--- src/sv/glbc_pkg.sv ---
// ----------------------------------------------------------------------------
// glbc_pkg
// shared types and constants of the local breakout classifier
// ----------------------------------------------------------------------------
package glbc_pkg;

   localparam int TableRowsDefault = 16;

   localparam logic [1:0] KIND_UPLINK   = 2'd0;
   localparam logic [1:0] KIND_DOWNLINK = 2'd1;
   localparam logic [1:0] KIND_SIGNAL   = 2'd2;
   localparam logic [1:0] KIND_RESERVED = 2'd3;

   localparam logic [1:0] CSR_BASE_STATION = 2'd0;
   localparam logic [1:0] CSR_BREAKOUT     = 2'd1;
   localparam logic [1:0] CSR_SUBNET       = 2'd2;

   localparam logic [3:0] ST_PASS          = 4'd0;
   localparam logic [3:0] ST_LOCAL         = 4'd1;
   localparam logic [3:0] ST_BREAKOUT_DROP = 4'd2;
   localparam logic [3:0] ST_DL_TUNNELED   = 4'd3;
   localparam logic [3:0] ST_DL_DROP       = 4'd4;
   localparam logic [3:0] ST_STORED        = 4'd5;
   localparam logic [3:0] ST_FULL          = 4'd6;
   localparam logic [3:0] ST_BS_STORED     = 4'd7;
   localparam logic [3:0] ST_UNKNOWN       = 4'd8;

   localparam logic [15:0] UPLINK_MIN_LEN = 16'd56;
   localparam logic [7:0]  VIHL_IPV4      = 8'h45;
   localparam logic [7:0]  PROTO_UDP      = 8'h11;
   localparam logic [7:0]  PROTO_ICMP     = 8'h01;
   localparam logic [7:0]  GTP_FLAGS_V1   = 8'h30;
   localparam logic [7:0]  GTP_TYPE_TPDU  = 8'hff;

   localparam logic [31:0] BREAKOUT_RESET = 32'd2887062628;
   localparam logic [23:0] SUBNET_RESET   = 24'd12626120;

   // operation decided by the front end
   typedef enum logic [2:0] {
      OP_PASS,
      OP_UPLINK,
      OP_DOWNLINK,
      OP_BS_SIGNAL,
      OP_CORE_SIGNAL
   } op_type;

   // back-end sequencer
   typedef enum logic [1:0] {
      BE_IDLE,
      BE_LOOKUP,
      BE_SEARCH2,
      BE_RESULT
   } be_state_type;

   typedef struct packed {
      op_type      op;
      logic        brk_hit;
      logic        sub_hit;
      logic [15:0] packet_length;
      logic [15:0] gtp_length;
      logic [31:0] tunnel_id;
      logic [31:0] inner_source;
      logic [31:0] inner_destination;
      logic [31:0] terminal_id;
   } cmd_type;

   typedef struct packed {
      logic [3:0]  status;
      logic        drop_verdict;
      logic        local_forward;
      logic [15:0] local_length;
      logic [31:0] out_tunnel_id;
      logic [15:0] out_tunnel_length;
      logic [4:0]  table_row;
   } rsp_type;

endpackage

--- src/sv/glbc_front.sv ---
// ----------------------------------------------------------------------------
// glbc_front
// header checks and rule decode of one input beat into a command
// ----------------------------------------------------------------------------
module glbc_front (
   input  logic               clock,
   input  logic               reset,
   input  logic [1:0]         kind,
   input  logic [15:0]        packet_length,
   input  logic [7:0]         outer_version_ihl,
   input  logic [7:0]         outer_protocol,
   input  logic [7:0]         gtp_flags,
   input  logic [7:0]         gtp_type,
   input  logic [15:0]        gtp_length,
   input  logic [31:0]        tunnel_id,
   input  logic [31:0]        inner_source,
   input  logic [31:0]        inner_destination,
   input  logic [31:0]        signal_source_ip,
   input  logic [31:0]        terminal_id,
   input  logic [31:0]        base_station_ip,
   input  logic [31:0]        breakout_ip,
   input  logic [23:0]        local_subnet_prefix,
   input  logic               push,
   output glbc_pkg::cmd_type  cmd,
   output logic               cmd_valid
);
   import glbc_pkg::*;

   cmd_type cmd_ff, cmd_in;
   logic    valid_ff;
   logic    hdr_ok;

   // uplink header checks
   assign hdr_ok = (packet_length >= UPLINK_MIN_LEN) && (outer_version_ihl == VIHL_IPV4) &&
                   ((outer_protocol == PROTO_UDP) || (outer_protocol == PROTO_ICMP)) &&
                   (gtp_flags == GTP_FLAGS_V1) && (gtp_type == GTP_TYPE_TPDU);

   // classify
   always_comb begin
      cmd_in                   = '0;
      cmd_in.packet_length     = packet_length;
      cmd_in.gtp_length        = gtp_length;
      cmd_in.tunnel_id         = tunnel_id;
      cmd_in.inner_source      = inner_source;
      cmd_in.inner_destination = inner_destination;
      cmd_in.terminal_id       = terminal_id;
      cmd_in.brk_hit           = inner_destination == breakout_ip;
      cmd_in.sub_hit           = inner_destination[31:8] == local_subnet_prefix;
      unique case (kind)
         KIND_UPLINK:   cmd_in.op = hdr_ok ? OP_UPLINK : OP_PASS;
         KIND_DOWNLINK: cmd_in.op = OP_DOWNLINK;
         KIND_SIGNAL:   cmd_in.op = (signal_source_ip == base_station_ip) ?
                                    OP_BS_SIGNAL : OP_CORE_SIGNAL;
         default:       cmd_in.op = OP_PASS;
      endcase
   end

   always_ff @(posedge clock) begin
      if (push) cmd_ff <= cmd_in;
      if (reset) valid_ff <= 1'b0;
      else       valid_ff <= push;
   end

   assign cmd       = cmd_ff;
   assign cmd_valid = valid_ff;
endmodule

--- src/sv/glbc_cmd_fifo.sv ---
// ----------------------------------------------------------------------------
// glbc_cmd_fifo
// short command queue between classifier and table engine
// ----------------------------------------------------------------------------
module glbc_cmd_fifo (
   input  logic               clock,
   input  logic               reset,
   input  logic               wr_en,
   input  glbc_pkg::cmd_type  wr_data,
   input  logic               rd_en,
   output glbc_pkg::cmd_type  rd_data,
   output logic               not_empty,
   output logic [2:0]         level
);
   import glbc_pkg::*;

   cmd_type    slot_ff [4];
   logic [1:0] wp_ff, rp_ff;
   logic [2:0] cnt_ff;

   always_ff @(posedge clock) begin
      if (wr_en) slot_ff[wp_ff] <= wr_data;
      if (reset) begin
         wp_ff  <= '0;
         rp_ff  <= '0;
         cnt_ff <= '0;
      end else begin
         if (wr_en) wp_ff <= wp_ff + 2'd1;
         if (rd_en) rp_ff <= rp_ff + 2'd1;
         cnt_ff <= cnt_ff + {2'b0, wr_en} - {2'b0, rd_en};
      end
   end

   assign rd_data   = slot_ff[rp_ff];
   assign not_empty = cnt_ff != 3'd0;
   assign level     = cnt_ff;
endmodule

--- src/sv/glbc_back.sv ---
// ----------------------------------------------------------------------------
// glbc_back
// terminal table engine: parallel row compare, update and response queue
// ----------------------------------------------------------------------------
module glbc_back #(
   parameter int TableRows = glbc_pkg::TableRowsDefault
) (
   input  logic               clock,
   input  logic               reset,
   input  glbc_pkg::cmd_type  cmd,
   input  logic               cmd_ready,
   output logic               cmd_take,
   output glbc_pkg::rsp_type  rsp,
   output logic               rsp_valid,
   input  logic               rsp_pop,
   output logic [1:0]         rsp_level
);
   import glbc_pkg::*;

   localparam int IdxW = (TableRows > 1) ? $clog2(TableRows) : 1;
   localparam int CntW = $clog2(TableRows + 1);
   localparam logic [CntW-1:0] FULL_COUNT = CntW'(TableRows);

   logic [31:0] core_ff    [TableRows];
   logic [31:0] station_ff [TableRows];
   logic [31:0] learned_ff [TableRows];
   logic [31:0] signal_ff  [TableRows];
   logic [CntW-1:0] count_ff;

   be_state_type state_ff, state_in;
   cmd_type      cur_ff;

   // per-row match vectors, registered
   logic [TableRows-1:0] m_core_ff, m_learn_ff, m_sig_ff, m_learn2_ff;
   logic [TableRows-1:0] m_core, m_learn, m_sig, m_learn2;
   logic [IdxW-1:0]      core_idx, learn_idx, sig_idx;
   logic                 core_any, learn_any, sig_any;
   logic [31:0]          learn_post [TableRows];

   // response queue
   rsp_type    rq_ff [2];
   logic       rq_wp_ff, rq_rp_ff;
   logic [1:0] rq_cnt_ff;
   rsp_type    res;
   logic       res_push;

   // row compares in the lookup cycle
   always_comb begin
      for (int i = 0; i < TableRows; i++) begin
         m_core[i]  = (CntW'(i) < count_ff) && (core_ff[i] == cur_ff.tunnel_id);
         m_learn[i] = (CntW'(i) < count_ff) && (learned_ff[i] == cur_ff.inner_destination);
         m_sig[i]   = (CntW'(i) < count_ff) && (signal_ff[i] == cur_ff.terminal_id);
      end
   end

   // priority encoders on the registered vectors
   always_comb begin
      core_idx = '0; learn_idx = '0; sig_idx = '0;
      for (int i = TableRows - 1; i >= 0; i--) begin
         if (m_core_ff[i])  core_idx  = IdxW'(i);
         if (m_learn_ff[i]) learn_idx = IdxW'(i);
         if (m_sig_ff[i])   sig_idx   = IdxW'(i);
      end
      core_any  = |m_core_ff;
      learn_any = |m_learn_ff;
      sig_any   = |m_sig_ff;
   end

   // second address search, after the learned address is taken
   always_comb begin
      for (int i = 0; i < TableRows; i++) begin
         learn_post[i] = (core_any && (core_idx == IdxW'(i))) ?
                         cur_ff.inner_source : learned_ff[i];
         m_learn2[i]   = (CntW'(i) < count_ff) &&
                         (learn_post[i] == cur_ff.inner_destination);
      end
   end

   // next state
   always_comb begin
      state_in = state_ff;
      unique case (state_ff)
         BE_IDLE:    if (cmd_ready && rq_cnt_ff != 2'd2) state_in = BE_LOOKUP;
         BE_LOOKUP:  state_in = BE_SEARCH2;
         BE_SEARCH2: state_in = BE_RESULT;
         BE_RESULT:  state_in = BE_IDLE;
         default:    state_in = BE_IDLE;
      endcase
   end

   // outputs of the sequencer
   always_comb begin
      cmd_take = (state_ff == BE_IDLE) && cmd_ready && (rq_cnt_ff != 2'd2);
      res_push = state_ff == BE_RESULT;
   end

   // result of the current command
   always_comb begin
      logic fwd, drop, apply;
      res           = '0;
      res.table_row = 5'(TableRows);
      fwd  = 1'b0;
      drop = 1'b0;
      apply = 1'b0;
      unique case (cur_ff.op)
         OP_UPLINK: begin
            if (cur_ff.brk_hit) begin
               drop = 1'b1;
               if (core_any) begin
                  fwd   = 1'b1;
                  apply = 1'b1;
               end
            end
            if (cur_ff.sub_hit && core_any) begin
               apply = 1'b1;
               if (|m_learn2_ff) begin
                  drop = 1'b1;
                  fwd  = 1'b1;
               end
            end
            res.drop_verdict  = drop;
            res.local_forward = fwd;
            res.status        = fwd ? ST_LOCAL : (drop ? ST_BREAKOUT_DROP : ST_PASS);
            res.local_length  = fwd ? cur_ff.gtp_length : 16'd0;
            if (apply) res.table_row = 5'(core_idx);
         end
         OP_DOWNLINK: begin
            if (learn_any) begin
               res.status            = ST_DL_TUNNELED;
               res.out_tunnel_id     = station_ff[learn_idx];
               res.out_tunnel_length = cur_ff.packet_length;
               res.table_row         = 5'(learn_idx);
            end else begin
               res.status = ST_DL_DROP;
            end
         end
         OP_BS_SIGNAL: begin
            if (sig_any) begin
               res.status    = ST_BS_STORED;
               res.table_row = 5'(sig_idx);
            end else begin
               res.status = ST_UNKNOWN;
            end
         end
         OP_CORE_SIGNAL: begin
            if (core_any) begin
               res.status    = ST_STORED;
               res.table_row = 5'(core_idx);
            end else if (count_ff == FULL_COUNT) begin
               res.status = ST_FULL;
            end else begin
               res.status    = ST_STORED;
               res.table_row = 5'(count_ff);
            end
         end
         default: res.status = ST_PASS;
      endcase
   end

   // sequencer, match registers and table update
   always_ff @(posedge clock) begin
      if (cmd_take) cur_ff <= cmd;
      if (state_ff == BE_LOOKUP) begin
         m_core_ff  <= m_core;
         m_learn_ff <= m_learn;
         m_sig_ff   <= m_sig;
      end
      if (state_ff == BE_SEARCH2) m_learn2_ff <= m_learn2;
      if (state_ff == BE_RESULT) begin
         unique case (cur_ff.op)
            OP_UPLINK:
               if ((cur_ff.brk_hit || cur_ff.sub_hit) && core_any)
                  learned_ff[core_idx] <= cur_ff.inner_source;
            OP_BS_SIGNAL:
               if (sig_any) station_ff[sig_idx] <= cur_ff.tunnel_id;
            OP_CORE_SIGNAL: begin
               logic [IdxW-1:0] wr;
               wr = core_any ? core_idx : count_ff[IdxW-1:0];
               if (core_any || count_ff != FULL_COUNT) begin
                  core_ff[wr]    <= cur_ff.tunnel_id;
                  station_ff[wr] <= '0;
                  learned_ff[wr] <= '0;
                  signal_ff[wr]  <= cur_ff.terminal_id;
               end
            end
            default: ;
         endcase
      end
      if (reset) begin
         state_ff <= BE_IDLE;
         count_ff <= '0;
      end else begin
         state_ff <= state_in;
         if (state_ff == BE_RESULT && cur_ff.op == OP_CORE_SIGNAL && !core_any &&
             count_ff != FULL_COUNT)
            count_ff <= count_ff + CntW'(1);
      end
   end

   // response queue
   always_ff @(posedge clock) begin
      if (res_push) rq_ff[rq_wp_ff] <= res;
      if (reset) begin
         rq_wp_ff  <= 1'b0;
         rq_rp_ff  <= 1'b0;
         rq_cnt_ff <= '0;
      end else begin
         if (res_push) rq_wp_ff <= ~rq_wp_ff;
         if (rsp_pop && rq_cnt_ff != 2'd0) rq_rp_ff <= ~rq_rp_ff;
         rq_cnt_ff <= rq_cnt_ff + {1'b0, res_push} -
                      {1'b0, (rsp_pop && rq_cnt_ff != 2'd0)};
      end
   end

   assign rsp       = rq_ff[rq_rp_ff];
   assign rsp_valid = rq_cnt_ff != 2'd0;
   assign rsp_level = rq_cnt_ff;
endmodule

--- src/sv/gtp_local_breakout_classifier_top.sv ---
// ----------------------------------------------------------------------------
// gtp_local_breakout_classifier_top
// terminal table classifier for a tunneled local breakout point
// ----------------------------------------------------------------------------
// path: front register, command queue, table engine lookup, second address search
//   after learning, update in the result state, response queue; the engine takes a
//   new command only after update and while the response queue has room
// reset: synchronous; clears row count, queue pointers, sequencer state and the
//   configuration registers to their defaults, table contents are undefined until written
module gtp_local_breakout_classifier_top #(
   parameter int TableRows = glbc_pkg::TableRowsDefault
) (
   input  logic        clock,
   input  logic        reset,
   input  logic        csr_write,
   input  logic [1:0]  csr_index,
   input  logic [31:0] csr_data,
   input  logic        push,
   output logic        full,
   input  logic [1:0]  req_kind,
   input  logic [15:0] req_packet_length,
   input  logic [7:0]  req_outer_version_ihl,
   input  logic [7:0]  req_outer_protocol,
   input  logic [7:0]  req_gtp_flags,
   input  logic [7:0]  req_gtp_type,
   input  logic [15:0] req_gtp_length,
   input  logic [31:0] req_tunnel_id,
   input  logic [31:0] req_inner_source,
   input  logic [31:0] req_inner_destination,
   input  logic [31:0] req_signal_source_ip,
   input  logic [31:0] req_terminal_id,
   output logic        empty,
   input  logic        pop,
   output logic [3:0]  rsp_status,
   output logic        rsp_drop_verdict,
   output logic        rsp_local_forward,
   output logic [15:0] rsp_local_length,
   output logic [31:0] rsp_out_tunnel_id,
   output logic [15:0] rsp_out_tunnel_length,
   output logic [4:0]  rsp_table_row
);
   import glbc_pkg::*;

   logic [31:0] bs_ip_ff, brk_ip_ff;
   logic [23:0] subnet_ff;
   cmd_type     f_cmd, q_cmd;
   logic        f_valid, q_ne, q_take, accept;
   logic [2:0]  q_level;
   rsp_type     rsp;
   logic        rsp_valid;
   logic [1:0]  rsp_level;

   // configuration registers
   always_ff @(posedge clock) begin
      if (reset) begin
         bs_ip_ff  <= '0;
         brk_ip_ff <= BREAKOUT_RESET;
         subnet_ff <= SUBNET_RESET;
      end else if (csr_write) begin
         unique case (csr_index)
            CSR_BASE_STATION: bs_ip_ff  <= csr_data;
            CSR_BREAKOUT:     brk_ip_ff <= csr_data;
            CSR_SUBNET:       subnet_ff <= csr_data[23:0];
            default: ;
         endcase
      end
   end

   // room for the beat in the front register plus the queue
   assign full   = ({1'b0, q_level} + {3'b0, f_valid}) >= 4'd3;
   assign accept = push && !full;

   glbc_front u_front (
      .clock, .reset,
      .kind(req_kind), .packet_length(req_packet_length),
      .outer_version_ihl(req_outer_version_ihl), .outer_protocol(req_outer_protocol),
      .gtp_flags(req_gtp_flags), .gtp_type(req_gtp_type), .gtp_length(req_gtp_length),
      .tunnel_id(req_tunnel_id), .inner_source(req_inner_source),
      .inner_destination(req_inner_destination),
      .signal_source_ip(req_signal_source_ip), .terminal_id(req_terminal_id),
      .base_station_ip(bs_ip_ff), .breakout_ip(brk_ip_ff),
      .local_subnet_prefix(subnet_ff),
      .push(accept), .cmd(f_cmd), .cmd_valid(f_valid)
   );

   glbc_cmd_fifo u_fifo (
      .clock, .reset,
      .wr_en(f_valid), .wr_data(f_cmd),
      .rd_en(q_take), .rd_data(q_cmd), .not_empty(q_ne), .level(q_level)
   );

   glbc_back #(.TableRows(TableRows)) u_back (
      .clock, .reset,
      .cmd(q_cmd), .cmd_ready(q_ne), .cmd_take(q_take),
      .rsp(rsp), .rsp_valid(rsp_valid), .rsp_pop(pop), .rsp_level(rsp_level)
   );

   assign empty                 = !rsp_valid || (rsp_level == 2'd0);
   assign rsp_status            = rsp.status;
   assign rsp_drop_verdict      = rsp.drop_verdict;
   assign rsp_local_forward     = rsp.local_forward;
   assign rsp_local_length      = rsp.local_length;
   assign rsp_out_tunnel_id     = rsp.out_tunnel_id;
   assign rsp_out_tunnel_length = rsp.out_tunnel_length;
   assign rsp_table_row         = rsp.table_row;
endmodule
--- config.mk ---
export PLATFORM = sky130hd
export DESIGN_NAME = gtp_local_breakout_classifier_top
export DESIGN_NICKNAME = d
export VERILOG_FILES = /design/src/sv/glbc_pkg.sv /design/src/sv/glbc_front.sv /design/src/sv/glbc_cmd_fifo.sv /design/src/sv/glbc_back.sv /design/src/sv/gtp_local_breakout_classifier_top.sv
export SDC_FILE = /design/constraint.sdc
export NUM_CORES = 2
export LEC_CHECK = 0
export ABC_AREA = 1
export BUFFER_PORTS_ARGS = -buffer_cell sky130_fd_sc_hd__clkbuf_2
export CAP_MARGIN = 10
export CELL_PAD_IN_SITES_DETAIL_PLACEMENT = 1
export CELL_PAD_IN_SITES_GLOBAL_PLACEMENT = 2
export CORE_MARGIN = 2
export CORE_UTILIZATION = 45
export DETAILED_ROUTE_END_ITERATION = 10
export PLACE_DENSITY = 0.9
export SKIP_LAST_GASP = 1
export SLEW_MARGIN = 20
export SYNTH_ARGS = -nofsm -noshare
export SYNTH_HDL_FRONTEND = slang
export SYNTH_SLANG_ARGS = --single-unit
--- constraint.sdc ---
create_clock -name clock -period 22.5 [get_ports clock]
set_input_delay 2.25 -clock clock [delete_from_list [all_inputs] [get_ports clock]]
set_output_delay 2.25 -clock clock [all_outputs]
set_load 0.01 [all_outputs]
==> out/metrics.cfg <==
[place]
dpl_worst_slack_ps=16700
dp.cells=16457
hpwl_um=339000
gp_congestion=0.981
placed_cell_area_mm2=0.153
io_buffer_count=340

[global_route]
grtUsageMet3=0.0739
met1_usage=0.419
grt-busiest-layer=met2
grt_max_degree=185
grt_pass1_wl_um=775000
track_usage=0.329
grt_antenna_before_repair=71
first_global_vias=109686
grt_overflow_total=0
grtUsageMet2=0.516

[clock_tree]
root_buffer=clkbuf_16
hold_buffers=0
cts_setup_buffers=0
insertion_delay_ps=960
cts.sinks=3360
cts_buffers=354
post_cts_resized=0
clk_pin_slew_worst_paths_ps=60
cts_tree=yes
clk_path_buf_depth=4
htree_num_levels=5

[detailed_routing]
wl_per_cell_um=32.1
wl_um=550000
dr.pass1.iters=6
routed_via_density=6.22
drc=0
ant_nets=0
drt-initial-drc-count=13681
dr_total_vias=106670

[logic_synthesis]
yosysTopAreaCell=edfxtp_1
synth_edf_count=3252
yosys_warnings=0
synth_cells=12084
async_flop_share=0
synth_nets=12368
synth_top_area_frac=0.674
synth_most_common_cell=edfxtp_1
syn_area_per_cell_um2=12.0
synth-seq-cells=3360
synth_top_cells_by_count=3252 x edfxtp_1, 2178 x nand2_1, 1085 x nor2_1
syn_area_mm2=0.145
yosys-top-cells-area=edfxtp_1 67%, nand2_1 5.6%, xnor2_1 3.5%
synth_flop_cell=edfxtp_1
synth_seq_area_share=0.689
ys_types=68

[cells_and_area]
fin_area_mm2=0.164
area_growth_pct=13.3
drive_gt1_frac=0.132
nets=12796
final_cells=17139
fillers=32849

[timing]
slew_headroom=0.151
hold_slack_ps=482
slew_viol_final=0
fin_skew_ps=73.1
rsz0062_at_grt=no
worstMarginPinSlew_ps=1260
fin_crit_ps=5940
hold_viol_final=0
layout_setup_ws_ps=16560
min_period_over_period=0.264
fmax_mhz=168
setup_violations=0
finalSetupTns_ps=0

[setup_path]
end_kind=flop
reg2reg_from=u_back.m_core_ff[0]
criticalPathCategory=reg -> reg
required_ps=23090
crit_path_max_fanout=43
cp.arrival_ps=6530
startpoint=u_back.m_core_ff[0]
start_kind=flop

[flow_run]
cap_violations=0

[power_and_ir_drop]
p_per_area_mw_per_mm2=131
power_leakage_nw=57.5
vdd.ir_drop.worst_mv=0.107

[floorplan]
start_util=0.452
io_pins=342
core_region_area_mm2=0.321
die_area_mm2=0.327
rows=208
die-height_um=572
die_w_um=572

[worst_hold_path]
hold_start=brk_ip_ff[10]
holdCritPathClass=reg -> reg

[status]
status=finished, final reports clean

critical path: stages (launching register included):
cell and delay, ps:
edfxtp_1 330, buf_4 400, inv_2 50, buf_4 290
nand2_1 220, nor3_2 70, nand2_1 250, nor2_2 140
inv_1 150, nor2_1 80, inv_1 80, nand2_1 290
inv_2 650, buf_4 610, nand3_1 540, nor2_4 740
buf_4 610
final timing paths:
| path | slack [ps] | cells after the start | to |
|---|---|---|---|
| min | 480 | 2 | brk_ip_ff[10] |
| max | 16560 | 16 | u_back.signal_ff[5][31] |
| min reg2reg | 480 | 2 | brk_ip_ff[10] |
| max reg2reg | 16560 | 16 | u_back.signal_ff[5][31] |
where the power goes:
group	switching [mW]	internal (mW)
clock network	2.55	3.27
logic	5.69	1.68
registers	0.302	7.99
layout by cell type, fill, tap and decap left out, types with 12 or more instances in the layout:
cell type      n
a2111oi_0     15
a211oi_1      13
a21oi_1      128
a221oi_1     122
a22o_1        47
and2_1        12
buf_4        347
bufinv_16     26
clkbuf_1      73
clkbuf_16    359
clkbuf_2     340
clkinv_1     103
clkinv_2      53
clkinvlp_4    16
dfxtp_1      105
diode_2       37
edfxtp_1    3252
ha_1          16
inv_1        553
inv_2         25
inv_6         13
mux2_2        75
nand2_1     2177
nand3_1      760
nand4_1      278
nor2_1      1013
nor2_2        24
nor2_4        55
nor3_1        55
nor3b_1       14
nor4_1       180
o2111ai_1     18
o211ai_1      21
o21ai_0      749
o21ai_1       13
o22ai_1      300
or2_2        280
or4_1         17
xnor2_1      575
xor2_1       430
kinds of logic after synthesis:
family,synth area share
simple gates,0.150
flops,0.689
compound gates,0.0605
buf+inv,0.0328
xor+xnor,0.0607
mux,0.00583
fa+ha+maj,0.00169
final cells by class:
class                           instances  area (um2)  area share
Tap cell                             4305        5390      0.0328
Antenna cell                           37        92.6    0.000564
Clock inverter                        200        1840      0.0112
Sequential cell                      3360       99800       0.608
Inverter                              611        2350      0.0143
Clock buffer                          441        9380      0.0571
Multi-Input combinational cell       7490       40900       0.249
Timing Repair Buffer                  695        4500      0.0274
sequential cells by signal (all words and copies together) (netlist names), 2 cells and up, named ones only:
name,flops
u_back.learned_ff,512
u_back.count_ff,5
u_fifo.rp_ff,2
u_front.cmd,165
subnet_ff,24
u_back.m_learn2_ff,16
u_back.m_core_ff,16
u_back.core_ff,512
bs_ip_ff,32
u_fifo.level,3
u_back.state_ff,2
u_fifo.wp_ff,2
u_back.rsp_level,2
u_back.rq_ff,150
brk_ip_ff,32
u_fifo.slot_ff,660
u_back.m_learn_ff,16
u_back.station_ff,512
u_back.cur_ff,165
u_back.m_sig_ff,16
u_back.signal_ff,512
stage by stage:
step / total power, mW / utilization
5_1_grt: 21.9 / 0.512
3_5_place_dp: 15.4 / 0.476
4_1_cts: 21.2 / 0.511
3_3_place_gp: 15.0 / 0.476
2_1_floorplan: 12.0 / -
6_report: 21.5 / 0.512
layer usage:
| layer | up-vias | routed length, um |
|---|---|---|
| met5 | - | 415 |
| met4 | 64 | 36600 |
| met3 | 1649 | 59000 |
| met2 | 6599 | 249000 |
| met1 | 54493 | 204000 |
| li1 | 43865 | - |
Power figures use the tool's default switching activity.
